--- src/hdl/text_terminal_char_writer_defines.svh ---
// Assertion macros for the files that check their own logic.
// Each macro expects signals named clk and rst_n in the scope of its use.
`ifndef TEXT_TERMINAL_CHAR_WRITER_DEFINES_SVH
`define TEXT_TERMINAL_CHAR_WRITER_DEFINES_SVH

// The consequent must hold in the same cycle as the antecedent.
`define TTCW_ASSERT_IMP(label, ante, cons, msg) \
  label: assert property (@(posedge clk) disable iff (!rst_n) (ante) |-> (cons)) \
    else $error(msg);

// The consequent must hold in the cycle after the antecedent.
`define TTCW_ASSERT_NXT(label, ante, cons, msg) \
  label: assert property (@(posedge clk) disable iff (!rst_n) (ante) |=> (cons)) \
    else $error(msg);

`endif

--- src/hdl/ttcw_pkg.sv ---
`default_nettype none

package ttcw_pkg;

  localparam int COLUMNS_DEF = 80;
  localparam int ROWS_DEF    = 25;

  localparam int CHAR_W  = 8;
  localparam int COLOR_W = 8;
  localparam int INDEX_W = 11;
  localparam int WORD_W  = 16;

  localparam logic [CHAR_W-1:0]  CH_NEWLINE  = 8'd10;
  localparam logic [CHAR_W-1:0]  CH_TAB      = 8'd9;
  localparam int                 TAB_STEP    = 4;
  localparam logic [COLOR_W-1:0] COLOR_RESET = 8'd138;

  typedef struct packed {
    logic               cell_write;
    logic [INDEX_W-1:0] cell_index;
    logic [WORD_W-1:0]  cell_word;
    logic [INDEX_W-1:0] cursor_index;
  } ttcw_result_t;

endpackage

`default_nettype wire

--- src/hdl/ttcw_if.sv ---
`default_nettype none

interface ttcw_in_if;
  logic                        valid;
  logic                        ready;
  logic [ttcw_pkg::CHAR_W-1:0] char_code;

  modport source (output valid, output char_code, input ready);
  modport sink (input valid, input char_code, output ready);
endinterface

interface ttcw_out_if;
  logic                         valid;
  logic                         ready;
  logic                         cell_write;
  logic [ttcw_pkg::INDEX_W-1:0] cell_index;
  logic [ttcw_pkg::WORD_W-1:0]  cell_word;
  logic [ttcw_pkg::INDEX_W-1:0] cursor_index;

  modport source (output valid, output cell_write, output cell_index, output cell_word,
                  output cursor_index, input ready);
  modport sink (input valid, input cell_write, input cell_index, input cell_word,
                input cursor_index, output ready);
endinterface

interface ttcw_cfg_if;
  logic                         valid;
  logic                         ready;
  logic [ttcw_pkg::COLOR_W-1:0] text_color;

  modport source (output valid, output text_color, input ready);
  modport sink (input valid, input text_color, output ready);
endinterface

`default_nettype wire

--- src/hdl/text_terminal_char_writer.sv ---
// An accepted beat waits in the input stage; its result is registered in the result register when it steps.
// Throughput: one beat per cycle while the output is not stalled, with one cursor update per step.
// The result register lets a new beat enter an empty input stage while a finished result waits.
// Reset (rst_n low at a clock edge) puts the cursor at row 0, column 0,
// empties both stages and sets the colour attribute to 0x8A.
`default_nettype none
`include "text_terminal_char_writer_defines.svh"

module text_terminal_char_writer #(
  parameter int COLUMNS = ttcw_pkg::COLUMNS_DEF,
  parameter int ROWS    = ttcw_pkg::ROWS_DEF
) (
  input wire logic    clk,
  input wire logic    rst_n,
  ttcw_in_if.sink     in_ch,
  ttcw_out_if.source  out_ch,
  ttcw_cfg_if.sink    cfg_ch
);

  logic                         s1_v_r;
  logic [ttcw_pkg::CHAR_W-1:0]  char_r;
  logic [ttcw_pkg::COLOR_W-1:0] color_r;
  logic                         out_v_r;
  ttcw_pkg::ttcw_result_t       res_r;
  ttcw_pkg::ttcw_result_t       result;
  logic                         adv;
  logic                         step;

  assign adv          = !out_v_r || out_ch.ready;
  assign step         = s1_v_r && adv;
  assign in_ch.ready  = !s1_v_r || adv;
  assign cfg_ch.ready = 1'b1;

  always_ff @(posedge clk) begin
    if (!rst_n) begin
      color_r <= ttcw_pkg::COLOR_RESET;
    end else if (cfg_ch.valid) begin
      color_r <= cfg_ch.text_color;
    end
  end

  always_ff @(posedge clk) begin
    if (!rst_n) begin
      s1_v_r <= 1'b0;
    end else if (in_ch.ready) begin
      s1_v_r <= in_ch.valid;
    end
  end

  always_ff @(posedge clk) begin
    if (in_ch.ready && in_ch.valid) begin
      char_r <= in_ch.char_code;
    end
  end

  ttcw_cursor #(
    .COLUMNS (COLUMNS),
    .ROWS    (ROWS)
  ) u_cursor (
    .clk        (clk),
    .rst_n      (rst_n),
    .step       (step),
    .char_code  (char_r),
    .text_color (color_r),
    .result     (result)
  );

  always_ff @(posedge clk) begin
    if (!rst_n) begin
      out_v_r <= 1'b0;
    end else if (adv) begin
      out_v_r <= s1_v_r;
    end
  end

  always_ff @(posedge clk) begin
    if (step) begin
      res_r <= result;
    end
  end

  assign out_ch.valid        = out_v_r;
  assign out_ch.cell_write   = res_r.cell_write;
  assign out_ch.cell_index   = res_r.cell_index;
  assign out_ch.cell_word    = res_r.cell_word;
  assign out_ch.cursor_index = res_r.cursor_index;

  `TTCW_ASSERT_IMP(a_no_write_zero, out_v_r && !res_r.cell_write, (res_r.cell_index == '0) && (res_r.cell_word == '0), "Result without a cell write carries a non-zero index or word.")
  `TTCW_ASSERT_NXT(a_stall_keeps, s1_v_r && !adv, s1_v_r, "Stalled beat was lost from the input stage.")
  `TTCW_ASSERT_NXT(a_step_delivers, step, out_v_r, "Processed beat did not reach the result register.")

endmodule

`default_nettype wire

--- src/hdl/ttcw_cursor.sv ---
`default_nettype none

module ttcw_cursor #(
  parameter int COLUMNS = ttcw_pkg::COLUMNS_DEF,
  parameter int ROWS    = ttcw_pkg::ROWS_DEF
) (
  input  wire logic                         clk,
  input  wire logic                         rst_n,
  input  wire logic                         step,
  input  wire logic [ttcw_pkg::CHAR_W-1:0]  char_code,
  input  wire logic [ttcw_pkg::COLOR_W-1:0] text_color,
  output ttcw_pkg::ttcw_result_t            result
);

  localparam int CW = $clog2(COLUMNS);
  localparam int RW = (ROWS > 1) ? $clog2(ROWS) : 1;
  localparam int IW = ttcw_pkg::INDEX_W;

  localparam logic [CW:0]   COLS_EXT = (CW + 1)'(COLUMNS);
  localparam logic [CW:0]   TAB_EXT  = (CW + 1)'(ttcw_pkg::TAB_STEP);
  localparam logic [RW-1:0] LAST_ROW = RW'(ROWS - 1);
  localparam logic [IW-1:0] COLS_IDX = IW'(COLUMNS);

  logic [RW-1:0] row_r, row_nxt, row_inc;
  logic [CW-1:0] col_r, col_nxt;
  logic [CW:0]   sum_tab, sum_one;
  logic [IW-1:0] here_idx, next_idx;
  logic          is_write;

  always_ff @(posedge clk) begin
    if (!rst_n) begin
      row_r <= '0;
      col_r <= '0;
    end else if (step) begin
      row_r <= row_nxt;
      col_r <= col_nxt;
    end
  end

  always_comb begin
    row_inc  = (row_r == LAST_ROW) ? '0 : row_r + RW'(1);
    sum_tab  = {1'b0, col_r} + TAB_EXT;
    sum_one  = {1'b0, col_r} + (CW + 1)'(1);
    is_write = 1'b0;
    row_nxt  = row_r;
    col_nxt  = col_r;
    if (char_code == ttcw_pkg::CH_NEWLINE) begin
      col_nxt = '0;
      row_nxt = row_inc;
    end else if (char_code == ttcw_pkg::CH_TAB) begin
      if (sum_tab >= COLS_EXT) begin
        col_nxt = CW'(sum_tab - COLS_EXT);
        row_nxt = row_inc;
      end else begin
        col_nxt = sum_tab[CW-1:0];
      end
    end else begin
      is_write = 1'b1;
      if (sum_one >= COLS_EXT) begin
        col_nxt = '0;
        row_nxt = row_inc;
      end else begin
        col_nxt = sum_one[CW-1:0];
      end
    end
  end

  assign here_idx = IW'(row_r) * COLS_IDX + IW'(col_r);
  assign next_idx = IW'(row_nxt) * COLS_IDX + IW'(col_nxt);

  always_comb begin
    result.cell_write   = is_write;
    result.cell_index   = is_write ? here_idx : '0;
    result.cell_word    = is_write ? {text_color, char_code} : '0;
    result.cursor_index = next_idx;
  end

endmodule

`default_nettype wire

--- src/flat_wrapper.sv ---
// flat-port wrapper written by rule: the top's interface ports become plain ports
module text_terminal_char_writer_flat 
#(
  parameter int COLUMNS = ttcw_pkg::COLUMNS_DEF,
  parameter int ROWS    = ttcw_pkg::ROWS_DEF
)
  (clk, rst_n, in_ch_valid, in_ch_char_code, in_ch_ready, out_ch_valid, out_ch_cell_write, out_ch_cell_index, out_ch_cell_word, out_ch_cursor_index, out_ch_ready, cfg_ch_valid, cfg_ch_text_color, cfg_ch_ready);
  ttcw_in_if in_ch_i ();
  ttcw_out_if out_ch_i ();
  ttcw_cfg_if cfg_ch_i ();
  input wire logic clk;
  input wire logic rst_n;
  input wire logic [$bits(in_ch_i.valid)-1:0] in_ch_valid;
  input wire logic [$bits(in_ch_i.char_code)-1:0] in_ch_char_code;
  output wire logic [$bits(in_ch_i.ready)-1:0] in_ch_ready;
  output wire logic [$bits(out_ch_i.valid)-1:0] out_ch_valid;
  output wire logic [$bits(out_ch_i.cell_write)-1:0] out_ch_cell_write;
  output wire logic [$bits(out_ch_i.cell_index)-1:0] out_ch_cell_index;
  output wire logic [$bits(out_ch_i.cell_word)-1:0] out_ch_cell_word;
  output wire logic [$bits(out_ch_i.cursor_index)-1:0] out_ch_cursor_index;
  input wire logic [$bits(out_ch_i.ready)-1:0] out_ch_ready;
  input wire logic [$bits(cfg_ch_i.valid)-1:0] cfg_ch_valid;
  input wire logic [$bits(cfg_ch_i.text_color)-1:0] cfg_ch_text_color;
  output wire logic [$bits(cfg_ch_i.ready)-1:0] cfg_ch_ready;
  assign in_ch_i.valid = in_ch_valid;
  assign in_ch_i.char_code = in_ch_char_code;
  assign in_ch_ready = in_ch_i.ready;
  assign out_ch_valid = out_ch_i.valid;
  assign out_ch_cell_write = out_ch_i.cell_write;
  assign out_ch_cell_index = out_ch_i.cell_index;
  assign out_ch_cell_word = out_ch_i.cell_word;
  assign out_ch_cursor_index = out_ch_i.cursor_index;
  assign out_ch_i.ready = out_ch_ready;
  assign cfg_ch_i.valid = cfg_ch_valid;
  assign cfg_ch_i.text_color = cfg_ch_text_color;
  assign cfg_ch_ready = cfg_ch_i.ready;
  text_terminal_char_writer #(.COLUMNS(COLUMNS), .ROWS(ROWS)) u_core (.clk(clk), .rst_n(rst_n), .in_ch(in_ch_i), .out_ch(out_ch_i), .cfg_ch(cfg_ch_i));
endmodule
--- config.mk ---
export PLATFORM = sky130hd
export DESIGN_NAME = text_terminal_char_writer_flat
export DESIGN_NICKNAME = d
export VERILOG_FILES = /design/src/hdl/ttcw_pkg.sv /design/src/hdl/ttcw_if.sv /design/src/hdl/text_terminal_char_writer.sv /design/src/hdl/ttcw_cursor.sv /design/src/flat_wrapper.sv
export VERILOG_INCLUDE_DIRS = /design/src /design/src/hdl
export SDC_FILE = /design/constraint.sdc
export NUM_CORES = 1
export LEC_CHECK = 0
export BUFFER_PORTS_ARGS = -buffer_cell sky130_fd_sc_hd__buf_2
export CELL_PAD_IN_SITES_DETAIL_PLACEMENT = 0
export CELL_PAD_IN_SITES_GLOBAL_PLACEMENT = 1
export CORE_MARGIN = 8
export CORE_UTILIZATION = 37
export CTS_BUF_LIST = sky130_fd_sc_hd__clkbuf_2 sky130_fd_sc_hd__clkbuf_4 sky130_fd_sc_hd__clkbuf_8
export DETAILED_ROUTE_END_ITERATION = 8
export PLACE_DENSITY = 0.73
export SLEW_MARGIN = 20
export SYNTH_ARGS = -nofsm -noshare
export SYNTH_HDL_FRONTEND = slang
export SYNTH_SLANG_ARGS = --single-unit
--- constraint.sdc ---
create_clock -name clk -period 4.45 [get_ports clk]
set_clock_uncertainty 0.1 [all_clocks]
set_input_delay 0.89 -clock clk [delete_from_list [all_inputs] [get_ports clk]]
set_output_delay 0.89 -clock clk [all_outputs]
set_load 0.01 [all_outputs]
## Yosys cells after proc, flatten, opt, wreduce, memory -nomap -nowiden

Index checks and enable logic that the tools add are counted.

- Bits of input ports: 21
- Output and inout port bits: 42
- Logic and storage cells: 40
- Bits in registers: 69

- Mux-type cells: 11
- $mul: 2
- Eq/ne operators: 3
- Order comparisons: 2
- $add $sub $neg: 6
- Reduce and logical (&&, ||, !) cells: 6

Operator list:

| cell | number |
|---|---|
| 7-bit two-way mux | 4 |
| 5-bit two-way mux | 5 |
| 11-bit by 7-bit adder with 11-bit output | 2 |
| 8-bit by 4-bit == test with 1-bit output (second input constant) | 2 |
| 8-bit by 7-bit >= comparator with 1-bit output (second input constant) | 2 |
| 5-bit by 3-bit multiplier with 7-bit output (second input constant) | 2 |
| 7-bit by 1-bit adder with 8-bit output (second input constant) | 1 |
| 7-bit by 3-bit adder with 8-bit output (second input constant) | 1 |
| 7-bit subtractor (second input constant) | 1 |
| 5-bit by 1-bit adder with 5-bit output (second input constant) | 1 |
| 5-bit == test (second input constant) | 1 |
| 1-bit logical AND | 2 |
| 1-bit zero test | 2 |
| 1-bit logical OR | 2 |
| 1-bit two-way mux | 2 |

## Longest topological paths before layout

Gate-level depths: netlist of run 1.

- Depth after elaboration: 7
- Mapped depth: 19
- Mapped depth without buffers: 18

## Modules after synthesis

A second synthesis of run 1 with hierarchy kept.

- Cell total of the unflattened synthesis: 344
- Area, all modules: 3764.9 um^2

By module, submodules not included:

| module | seq. area each (um^2) | area an instance (um^2) | instances | cells each |
|---|---|---|---|---|
| ttcw_cursor | 240.2 | 1959.4 | 1 | 260 |
| text_terminal_char_writer | 1611.5 | 1805.5 | 1 | 84 |

## Worst setup path before layout of run 1

OpenSTA, ideal clock, no wires.

- Kind: flip-flop to flip-flop
- Start: register u_core.u_cursor.col_r[2]
- End: register u_core.res_r (netlist bit u_core.out_ch.cursor_index[10]) (data pin)
- Buffers on the path: 0
- Stages on the path, launching flop included: 17
- Required time: 4.085 ns
- Clock period less this slack: 4.166 ns
- Library setup time: 0.265 ns
- Setup slack: 0.284 ns
- Data arrival time: 3.801 ns
- Cells stage by stage: dfxtp_1 > ha_1 > xor2_1 > inv_1 > ha_1 > nand2_1 > a21oi_1 > a22oi_4 > mux2_1 > ha_1 > ha_1 > fa_1 > nand2_1 > nor2_1 > o21ai_0 > a222oi_1 > xnor2_1

RTL lines:

| what | line | source |
|---|---|---|
| from (decl) | ttcw_cursor.sv:25 | `logic [CW-1:0] col_r, col_nxt;` |
| from (signal assigned) | ttcw_cursor.sv:36 | `col_r <= col_nxt;` |
| to (signal assigned) | text_terminal_char_writer.sv:78 | `res_r <= result;` |
| to (decl) | text_terminal_char_writer.sv:24 | `ttcw_pkg::ttcw_result_t res_r;` |

==> out/results.ini, run 1 <==
[clock_tree]
ctsLongestPathBuffers=2
cts_tree=built
clk_latency_ps=340
clk_pin_slew_ps=80
htreeDepth=3
ctsHoldBuffers=0
cts_root_buffer=clkbuf_8
cts_sinks=69
numCtsBuffers=9

[grt]
grt_use_met3_pct=2.585
grt_pass1_wl_mm=12.83
grtUsageMet2_pct=18.61
grt_max_degree=33
grt_use_total_pct=12.05
grt_overflow=0
use_met1_pct=15.83
busiest_layer=met2
grt_pass1_vias=2683
antenna_found_initial=0

[synth]
ys_types=54
synthesis.area_um2=3710
avgSynthCellArea_um2=11.24
syn_nets=381
synth-async-reset-ratio_pct=0
ys_ff_latch=69
synth_enable_flop_cells=47
ys_warn_count=0
synth-main-ff-cell=edfxtp_1
synth_cells=330
synth-seq-area-share_pct=49.92

[power]
power_density_nw_per_um2=302.5
p_leak_nw=1.952
irDropWorstVdd_mv=0.1594

[drt]
viasPerCell=4.935
dr_total_vias=2665
route.detailed.drc=0
ant_nets=0
wl_mm=7.861
wl_per_cell_um=14.56
firstDrtPassIters=4
drt_iter0_markers=144

[worst_setup_path]
critical_path_required_ps=4440
slowest_stage=or4_4
critPathMaxFanout=4
endpoint_kind=register
critPathKind=reg -> reg
crit_buf_inv=0
worstPathArrival_ps=4200
cp-start-kind=register
cp_cell_sequence=or4_4 -> nor4b_4 -> a311oi_2 -> a22oi_4 -> nand2_1 -> mux2_2 -> ha_1 -> ha_4 -> fa_1 -> nand2_2 -> nor2_2 -> o21ai_1 -> a222oi_1 -> xnor2_1
crit_family=simple AND/OR/NAND/NOR gates
max_stage_delay_ps=590

[timing]
timing.final.hold_violations=0
rsz0062_at_grt=false
slew_headroom_pct=42.81
setup_viol_count_final=0
finalMaxSlewViolations=0
period_share_pct=94.57
layout_setup_ws_ps=241.6
setup_tns_ps=0
tightest_slew_ps=856.8
finalWorstPathRequiredPeriod_ps=4208
timing.fmax_ghz=0.2376

[layout]
fin_util_pct=46.39
multi_input_area_um2=1803
diodes=0
regArea_um2=1853
area_delta_synth_final_pct=22.23
layout.nets=453
layout.cells.non_filler=540
drive_gt1_share_pct=28.75
fillers=950

[placement]
portBuffers=61
placedCellCount=519
post-place-ws_ps=9.353
hpwlAfterDp_mm=5.741
gp_congestion=0.8553

[floorplan]
rows=36
die_h_um=116.1
start_util_pct=37.95
die_w_um=116.1
io_pins=63
die-area_um2=13490
core_region_area_um2=9774

[worst_hold_path]
hold_class=reg -> reg

[run]
maxCapViolations=0

[run_status]
status=completed

-- where the power goes --
group	switching, W	internal (W)	total (W)
logic	0.0000479	0.0000334	0.0000813
registers	0.00000948	0.000712	0.000721
clock network	0.000247	0.000322	0.000569
total	0.000304	0.00107	0.00137
-- synth_stat cells, types with 2 or more instances --
cell	number	share of area [%]
edfxtp_1	47	38
nand2_1	27	2.7
ha_1	26	8.8
nor2_1	23	2.3
dfxtp_1	22	12
and3_1	15	2.5
inv_1	14	1.4
mux2i_1	14	3.8
xnor2_1	14	3.3
nand3_1	13	1.8
clkbuf_1	11	1.1
nor2b_1	11	1.9
o21ai_0	11	1.5
a21oi_1	10	1.3
xor2_1	7	1.7
o21a_1	6	1.2
a21o_1	5	1.0
fa_1	4	2.2
nand4_1	3	0.51
nor3_1	3	0.40
o21ai_1	3	0.40
a31oi_1	2	0.34
and2_1	2	0.34
mux2_1	2	0.61
nand2b_1	2	0.34
nor4_1	2	0.34
o22ai_1	2	0.34
or3b_2	2	0.47
or4_4	2	0.61
-- final cells by class --
class                           count  area share, %
Inverter                           15          1.297
Clock buffer                       10          2.897
Multi-Input combinational cell    230          39.76
Sequential cell                    69          40.87
Tap cell                          133          3.670
Clock inverter                      6          1.959
Timing Repair Buffer               77          9.547
-- sequential cells by signal (all words and copies together), names as in the netlist --
| name | cells |
|---|---|
| u_core.char_r | 8 |
| u_core.color_r | 8 |
| u_core.out_ch.cell_index | 11 |
| u_core.out_ch.cell_word | 16 |
| u_core.out_ch.cell_write | 1 |
| u_core.out_ch.cursor_index | 11 |
| u_core.out_ch.valid | 1 |
| u_core.s1_v_r | 1 |
| u_core.u_cursor.col_r | 7 |
| u_core.u_cursor.row_r | 5 |
-- cells by family (layout without fill, tap and decap cells) --
kind of cell	Yosys count	count (layout)	synth area share [%]
AO/OA/AOI/OAI	50	50	9.275
XOR/XNOR	21	21	4.958
adder cells (fa/ha/maj)	30	30	10.93
buffers and inverters	31	108	3.710
flip-flops	69	69	49.92
multiplexers	17	17	4.688
other	1	1	0.1011
AND/OR/NAND/NOR	111	111	16.42
-- worst paths after layout --
kind,from,to,slack [ps],cells past startpoint
setup reg to reg,u_core.char_r[6],u_core.out_ch.cursor_index[10],240,14
hold / removal,u_core.char_r[4],u_core.out_ch.cell_word[4],350,0
hold reg to reg,u_core.char_r[4],u_core.out_ch.cell_word[4],350,0
setup / recovery,u_core.char_r[6],u_core.out_ch.cursor_index[10],240,14
-- layer usage --
layer | vias up | share of wire [%]
li1 | 1327 | -
met1 | 1255 | 46
met2 | 72 | 46
met3 | 11 | 5.9
met4 | 0 | 1.9
met5 | - | 0
-- metrics by stage --
step	hold slack, ps	instance area, µm²	power, W
final	350.1	4534	0.001371
after global routing	355.9	4534	0.001426
after CTS	357.0	4413	0.001388
after detailed placement	339.8	4185	0.0008187
after global placement	324.9	4185	0.0008170
after floorplan	332.7	3710	0.0007837
-- cell usage in the layout (no fill, tap or decap), types with 4 or more instances in the layout --
| cell type | synthesis | final |
|---|---|---|
| clkbuf_8 | 0 | 9 |
| and3_1 | 15 | 15 |
| o21ai_1 | 3 | 4 |
| buf_4 | 1 | 14 |
| buf_2 | 1 | 61 |
| xor2_1 | 7 | 6 |
| a21o_1 | 5 | 5 |
| mux2i_1 | 14 | 14 |
| edfxtp_1 | 47 | 47 |
| nand2_1 | 27 | 26 |
| nand3_1 | 13 | 13 |
| xnor2_1 | 14 | 13 |
| ha_1 | 26 | 23 |
| nor2b_1 | 11 | 11 |
| fa_1 | 4 | 4 |
| dfxtp_1 | 22 | 21 |
| o21ai_0 | 11 | 10 |
| nor2_1 | 23 | 22 |
| o21a_1 | 6 | 6 |
| inv_1 | 14 | 14 |
| a21oi_1 | 10 | 9 |
-- what timing repair did --
action / in CTS / in global routing
endpoints found under the setup margin: 1 / 1
buffers inserted: 0 / 5
gates resized for setup: 1 / 18
pin swaps: 0 / 10
Power figures use the tool's default switching activity.
==> run 2: changes to the inputs <==
--- a/config.mk
+++ b/config.mk
@@ -6,6 +6,7 @@
 export SDC_FILE = /design/constraint.sdc
 export NUM_CORES = 1
 export LEC_CHECK = 0
+export ABC_AREA = 1
 export BUFFER_PORTS_ARGS = -buffer_cell sky130_fd_sc_hd__buf_2
 export CELL_PAD_IN_SITES_DETAIL_PLACEMENT = 0
 export CELL_PAD_IN_SITES_GLOBAL_PLACEMENT = 1
@@ -13,8 +14,8 @@
 export CORE_UTILIZATION = 37
 export CTS_BUF_LIST = sky130_fd_sc_hd__clkbuf_2 sky130_fd_sc_hd__clkbuf_4 sky130_fd_sc_hd__clkbuf_8
 export DETAILED_ROUTE_END_ITERATION = 8
-export PLACE_DENSITY = 0.73
-export SLEW_MARGIN = 20
+export PLACE_DENSITY = 0.75
+export RECOVER_POWER = 100
 export SYNTH_ARGS = -nofsm -noshare
 export SYNTH_HDL_FRONTEND = slang
 export SYNTH_SLANG_ARGS = --single-unit
==> run 2 against run 1 <==
- highest routed layer unchanged
- die area down 0.87%
- the run now ends with max-capacitance violations, max-slew violations left
- maximum frequency up 4.1%
- final area down 6.6%
==> out/results.ini, run 2 <==
[run_status]
status=finished, violations left
violations=max-capacitance violations, max-slew violations

[timing]
slew_headroom_pct=-31.49  ; -74 points
timing.fmax_ghz=0.2473  ; +4.1%
setup_viol_count_final=0  ; unchanged
setup_tns_ps=0  ; unchanged
period_share_pct=90.89  ; -3.7 points
rsz0062_at_grt=false
finalWorstPathRequiredPeriod_ps=4044  ; -163.9 ps
fin_hold_ws_ps=355.7  ; +5.592 ps
tightest_slew_ps=1970  ; +1113 ps
finalMaxSlewViolations=57  ; +57
timing.final.hold_violations=0  ; unchanged
layout_setup_ws_ps=405.5  ; +163.9 ps

[floorplan]
rows=36  ; unchanged
io_pins=63  ; unchanged
core_region_area_um2=9684  ; -0.92%
die_w_um=115.6  ; -0.43%
die_h_um=115.6  ; -0.43%
start_util_pct=37.92  ; about the same
die-area_um2=13370  ; -0.87%

[worst_setup_path]
startpoint=u_core.u_cursor.col_r[2]
critPathMaxFanout=7  ; +3
endpoint_kind=register
critPathKind=reg -> reg
rr_endpoint=u_core.out_ch.cursor_index[10]
critical_path_required_ps=4470  ; +30 ps
r2r_slack_ps=410  ; +160 ps
cp-start-kind=register
worstPathArrival_ps=4060  ; -140 ps
crit_end=u_core.out_ch.cursor_index[10]
rr_worst_depth=20  ; +6
r2r-start=u_core.u_cursor.col_r[2]

[synth]
yosysMostFrequentCell=inv_1
synth_enable_flop_cells=47  ; unchanged
yosysTopAreaCellShare_pct=38.43  ; +0.39 points
ys_warn_count=0  ; unchanged
synthTopCellsByCount=inv_1 (58), nand2_1 (54), edfxtp_1 (47), nor2_1 (37), a21oi_1 (29)
syn_nets=442  ; +16%
synth-seq-area-share_pct=50.43  ; +0.51 points
synth_cells=391  ; +18%
synth-main-ff-cell=edfxtp_1
synthesis.area_um2=3672  ; -1.0%
synthTopCellsByArea=edfxtp_1 (38%), dfxtp_1 (12%), ha_1 (8.9%)
ys_ff_latch=69  ; unchanged
ys_types=36  ; -33%
avgSynthCellArea_um2=9.392  ; -16%
synth-async-reset-ratio_pct=0  ; unchanged
yosysTopAreaCell=edfxtp_1

[layout]
fillers=969  ; +2.0%
fin_util_pct=43.75  ; -2.6 points
layout_common_cells=inv_1 (60), nand2_1 (57), edfxtp_1 (47), clkbuf_1 (42), nor2_1 (37)
layout.cells.non_filler=591  ; +9.4%
largest_register_ff_count=16  ; unchanged
area_delta_synth_final_pct=15.37
layout.nets=504  ; +11%
diodes=0  ; unchanged
final_common_cell=inv_1
drive_gt1_share_pct=10.26  ; -18 points

[placement]
placedCellCount=575  ; +11%
portBuffers=61  ; unchanged
gp_congestion=0.8253  ; -3.5%
post-place-ws_ps=536.1  ; +526.8 ps
hpwlAfterDp_mm=5.799  ; +1.0%

[clock_tree]
ctsResizeCount=0  ; -1
postCtsSetupBuffers=0  ; unchanged
cts_tree=built
clk_pin_slew_ps=80  ; about the same
cts_root_buffer=clkbuf_8
ctsHoldBuffers=0  ; unchanged
htreeDepth=3  ; unchanged
ctsLongestPathBuffers=2  ; unchanged
numCtsBuffers=9  ; unchanged
clk_latency_ps=360  ; +20 ps
cts_sinks=69  ; unchanged

[drt]
drt_iter0_markers=118  ; -18%
dr_total_vias=2778  ; +4.2%
route.detailed.drc=0  ; unchanged
firstDrtPassIters=4  ; unchanged
viasPerCell=4.701  ; -4.8%
wl_per_cell_um=13.37  ; -8.1%
wl_mm=7.903  ; +0.53%
ant_nets=0  ; unchanged

[grt]
grt_pass1_vias=2736  ; +2.0%
grt_pass1_wl_mm=12.96  ; +0.97%
antenna_found_initial=0  ; unchanged
grt_overflow=0  ; unchanged
grt_use_total_pct=12.41  ; +0.36 points
grt_max_degree=57  ; +73%

[worst_hold_path]
hold_class=reg -> reg

[power]
p_leak_nw=1.890  ; -3.1%
irDropWorstVdd_mv=0.1286  ; -19%
power_density_nw_per_um2=351.3  ; +16%

[run]
maxCapViolations=1  ; +1

-- run 2: cell count changes after synthesis, moves of 5 or more --
| cell | change |
|---|---|
| nand3_1 | +11 |
| and3_1 | -15 |
| nand2_1 | +27 |
| o21a_1 | -6 |
| xnor2_1 | -11 |
| inv_1 | +44 |
| a21oi_1 | +19 |
| mux2i_1 | -14 |
| nand2_2 | +5 |
| o21ai_0 | +13 |
| nor2_1 | +14 |
| nor2b_1 | -11 |
| a21o_1 | -5 |
-- run 2: how the worst min path moves through the flow --
stage	from	end	slack, ps	depth (start not counted)
floorplan	u_core.color_r[0]	u_core.color_r[0]	330	2
global placement	u_core.char_r[6]	u_core.out_ch.cell_word[6]	330	0
detailed placement	u_core.char_r[5]	u_core.out_ch.cell_word[5]	340	0
CTS	u_core.char_r[5]	u_core.out_ch.cell_word[5]	360	0
global route	u_core.char_r[7]	u_core.out_ch.cell_word[7]	360	0
finish	u_core.char_r[5]	u_core.out_ch.cell_word[5]	360	0
-- run 2: metrics by stage --
| step | total power (W) | cell area (µm²) |
|---|---|---|
| 2_1_floorplan | 0.0009093 | 3672 |
| 3_3_place_gp | 0.0009742 | 4104 |
| 3_5_place_dp | 0.0009758 | 4104 |
| 4_1_cts | 0.001510 | 4307 |
| 5_1_grt | 0.001567 | 4237 |
| 6_report | 0.001488 | 4237 |
-- run 2: area by class of cell --
| class | instances | area [µm²] | area share, % |
|---|---|---|---|
| Clock buffer | 10 | 131.4 | 3.101 |
| Clock inverter | 6 | 71.32 | 1.683 |
| Inverter | 63 | 236.5 | 5.582 |
| Multi-Input combinational cell | 248 | 1519 | 35.85 |
| Sequential cell | 69 | 1852 | 43.71 |
| Tap cell | 133 | 166.4 | 3.928 |
| Timing Repair Buffer | 62 | 260.3 | 6.143 |
-- run 2: logic make-up after synthesis --
kind of cell / count (synthesis) / share of synthesized area (%)
fa+ha+maj: 30 / 11.04
xor+xnor: 13 / 3.101
other cells: 1 / 0.1021
compound gates: 62 / 8.859
buf+inv: 74 / 7.734
flops: 69 / 50.43
simple gates: 142 / 18.74
-- run 2: per-layer routing --
layer	vias up	global-route usage [%]	share of wire (%)
li1	1428	-	-
met2	54	20.43	46
met3	15	4.325	6.3
met4	0	4.322	2.2
met1	1281	14.74	46
met5	-	0	0
-- run 2: power by group --
| group | internal (W) | switching [W] | leakage [nW] | total (W) |
|---|---|---|---|---|
| clock | 0.000270 | 0.000264 | 0.0969 | 0.000534 |
| combinational | 0.0000714 | 0.000125 | 1.17 | 0.000196 |
| sequential | 0.000735 | 0.0000228 | 0.625 | 0.000758 |
-- run 2: worst max-delay path, cell delays in order, from the launching register on --
cell      delay, ps
dfxtp_1         490
ha_1            260
nor2_1           50
nor2_1          210
inv_1           100
ha_1            200
nand2_1          70
nand3_1         150
nand2_1         200
nand2_2         140
nand3_4         130
nand2_1          80
nand2_1          90
ha_1            240
ha_1            220
fa_1            380
xor2_1          230
nand3_1         120
xor2_1          170
nand3b_1        130
nand2_1          50
==> run 3: changes to the inputs <==
--- a/config.mk
+++ b/config.mk
@@ -6,15 +6,15 @@
 export SDC_FILE = /design/constraint.sdc
 export NUM_CORES = 1
 export LEC_CHECK = 0
-export ABC_AREA = 1
 export BUFFER_PORTS_ARGS = -buffer_cell sky130_fd_sc_hd__buf_2
 export CELL_PAD_IN_SITES_DETAIL_PLACEMENT = 0
 export CELL_PAD_IN_SITES_GLOBAL_PLACEMENT = 1
 export CORE_MARGIN = 8
 export CORE_UTILIZATION = 37
 export CTS_BUF_LIST = sky130_fd_sc_hd__clkbuf_2 sky130_fd_sc_hd__clkbuf_4 sky130_fd_sc_hd__clkbuf_8
+export CTS_CLUSTER_DIAMETER = 150
 export DETAILED_ROUTE_END_ITERATION = 8
-export PLACE_DENSITY = 0.75
+export PLACE_DENSITY = 0.73
 export RECOVER_POWER = 100
 export SYNTH_ARGS = -nofsm -noshare
 export SYNTH_HDL_FRONTEND = slang
==> run 3 against run 2 <==
- the run now ends clean
- non-clock buffer count rose by 15
- final area rose by 4.8%
- wire length fell by 0.25%
- via count fell by 4.1%
- sequential share of layout area fell by 2.0 points
- flip-flop and latch count did not move
==> out/results.ini, run 3 (synthesis results as in run 1) <==
[worst_setup_path]
crit_buf_inv=0  ; -1
crit_family=simple AND/OR/NAND/NOR gates
critical_path_required_ps=4440  ; -30 ps
critPathMaxFanout=4  ; -3
worstPathArrival_ps=4220  ; +160 ps
slowest_stage=or4_4
max_stage_delay_ps=590  ; +100 ps
rr_worst_depth=14  ; -30%
cp_cell_sequence=or4_4 -> nor4b_4 -> a311oi_1 -> a22oi_4 -> nand2_1 -> mux2_2 -> ha_1 -> ha_4 -> fa_1 -> nand2_2 -> nor2_2 -> o21ai_1 -> a222oi_1 -> xnor2_1
cp_num_cells=14  ; -30%
cp-start-kind=register
endpoint_kind=register
critPathKind=reg -> reg

[clock_tree]
cts_tree=built
clk_latency_ps=340  ; -20 ps
numCtsBuffers=9  ; unchanged
cts_sinks=69  ; unchanged
clk_pin_slew_ps=80  ; about the same
ctsLongestPathBuffers=2  ; unchanged
htreeDepth=3  ; unchanged
ctsHoldBuffers=0  ; unchanged
cts_root_buffer=clkbuf_8

[worst_hold_path]
hold_path_depth=0  ; unchanged
hold_class=reg -> reg

[power]
power_density_nw_per_um2=307.5  ; -12%
seqPwrFrac_pct=52.9  ; +2.0 points
p_sw_share_pct=22.15  ; -5.5 points
power_frac_clock_pct=41.5  ; +5.6 points
p_sw_w=0.0003025  ; -27%
internal-power_w=0.001063  ; -1.2%
p_leak_nw=1.822  ; -3.6%
combPwrFrac_pct=5.6  ; -7.6 points
irDropWorstVdd_mv=0.1595  ; +24%

[drt]
ant_nets=0  ; unchanged
drt_iter0_markers=139  ; +18%
dr_total_vias=2663  ; -4.1%
wl_per_cell_um=14.60  ; +9.2%
viasPerCell=4.931  ; +4.9%
wl_mm=7.883  ; -0.25%
route.detailed.drc=0  ; unchanged
firstDrtPassIters=4  ; unchanged

[run_status]
status=completed

[floorplan]
die-area_um2=13490  ; +0.88%
io_pins=63  ; unchanged
die_h_um=116.1  ; +0.44%
rows=36  ; unchanged
die_w_um=116.1  ; +0.44%
core_region_area_um2=9774  ; +0.93%
start_util_pct=37.95  ; about the same

[timing]
tightest_slew_ps=1312  ; -658.6 ps
finalMaxSlewViolations=0  ; -100%
period_share_pct=95.12  ; +4.2 points
timing.final.hold_violations=0  ; unchanged
fin_hold_ws_ps=349.7  ; -5.982 ps
setup_viol_count_final=0  ; unchanged
layout_setup_ws_ps=217.2  ; -188.4 ps
finalWorstPathRequiredPeriod_ps=4233  ; +188.4 ps
timing.fmax_ghz=0.2362  ; -4.4%
slew_headroom_pct=12.56  ; +44 points

[grt]
grt_overflow=0  ; unchanged
grt_pass1_vias=2683  ; -1.9%
grt_use_total_pct=12.05  ; -0.36 points
grt_max_degree=33  ; -42%
antenna_found_initial=0  ; unchanged
grt_pass1_wl_mm=12.83  ; -0.96%

[layout]
layout.nets=453  ; -10%
multi_input_area_um2=1774  ; +17%
area_delta_synth_final_pct=19.70
final_common_cell=edfxtp_1
largest_register_ff_count=16  ; unchanged
regArea_um2=1853  ; about the same
fillers=973  ; +0.41%
diodes=0  ; unchanged
layout_common_cells=edfxtp_1 (47), clkbuf_1 (45), nand2_1 (27), ha_1 (23), nor2_1 (22)
drive_gt1_share_pct=16.71  ; +6.4 points

[placement]
hpwlAfterDp_mm=5.741  ; -1.0%
post-place-ws_ps=9.353  ; -526.8 ps
portBuffers=61  ; unchanged
gp_congestion=0.8553  ; +3.6%

[run]
maxCapViolations=0  ; -1

-- run 3: cell types whose count changed in the layout (fill, tap and decap cells not counted), sizes merged, moves of 10 or more --
cell	change
buf	+11
inv	-50
a21oi	-19
o21ai	-10
nor2	-16
nand3	-13
nor2b	+11
xnor2	+11
and3	+15
nand2	-33
mux2i	+14
-- run 3: final timing paths --
path,from,to,slack [ps]
max,u_core.char_r[6],u_core.out_ch.cursor_index[10],220
min,u_core.char_r[4],u_core.out_ch.cell_word[4],350
max reg2reg,u_core.char_r[6],u_core.out_ch.cursor_index[10],220
min reg2reg,u_core.char_r[4],u_core.out_ch.cell_word[4],350
-- run 3: what timing repair did --
action                     4_1_cts  5_1_grt
hold endpoints to repair         0        0
pin swaps                        0       10
setup endpoints to repair        1        1
buffers inserted                 0        5
resized for setup                1       18
-- run 3: layer usage --
layer / global-route usage, % / vias to the layer above / part of all wire [%]
met5: 0 / - / 0
met4: 5.445 / 0 / 1.4
met3: 2.585 / 7 / 5.0
met2: 18.61 / 67 / 46
met1: 15.83 / 1261 / 47
li1: - / 1328 / -
-- run 3: power groups by stage --
| stage | clock, W | sequential, W | combinational (W) |
|---|---|---|---|
| global route | 0.000611 | 0.000725 | 0.0000859 |
| floorplan | 0 | 0.000744 | 0.0000394 |
| global placement | 0 | 0.000735 | 0.0000817 |
| detailed placement | 0 | 0.000736 | 0.0000824 |
| CTS | 0.000584 | 0.000722 | 0.0000826 |
| finish | 0.000566 | 0.000722 | 0.0000768 |
-- run 3: final cells by class --
| type | count | share of cell area, % |
|---|---|---|
| flip-flops and latches | 69 | 41.73 |
| multi-input cells | 230 | 39.95 |
| repair buffers | 77 | 8.312 |
| well taps | 133 | 3.748 |
| clock buffers | 10 | 2.959 |
| clock inverters | 6 | 2.001 |
| inverters | 15 | 1.296 |
-- run 3: worst reg2reg max path, cell delays in order, from the launching register on --
cell	delay (ps)
edfxtp_1	390
or4_4	590
nor4b_4	360
a311oi_1	140
a22oi_4	250
nand2_1	90
mux2_2	290
ha_1	240
ha_4	180
fa_1	580
nand2_2	80
nor2_2	120
o21ai_1	70
a222oi_1	380
xnor2_1	120
-- run 3: stage by stage --
| stage | cell area (µm²) | TNS [ps] | util (%) | std cells | power [W] |
|---|---|---|---|---|---|
| after floorplan | 3710 | 0 | - | 330 | 0.0007837 |
| after global placement | 4185 | 0 | 42.82 | 519 | 0.0008170 |
| after detailed placement | 4185 | 0 | 42.82 | 519 | 0.0008187 |
| after CTS | 4413 | 0 | 45.15 | 535 | 0.001388 |
| after global routing | 4441 | -4.598 | 45.43 | 540 | 0.001422 |
| final | 4441 | 0 | 45.43 | 540 | 0.001366 |
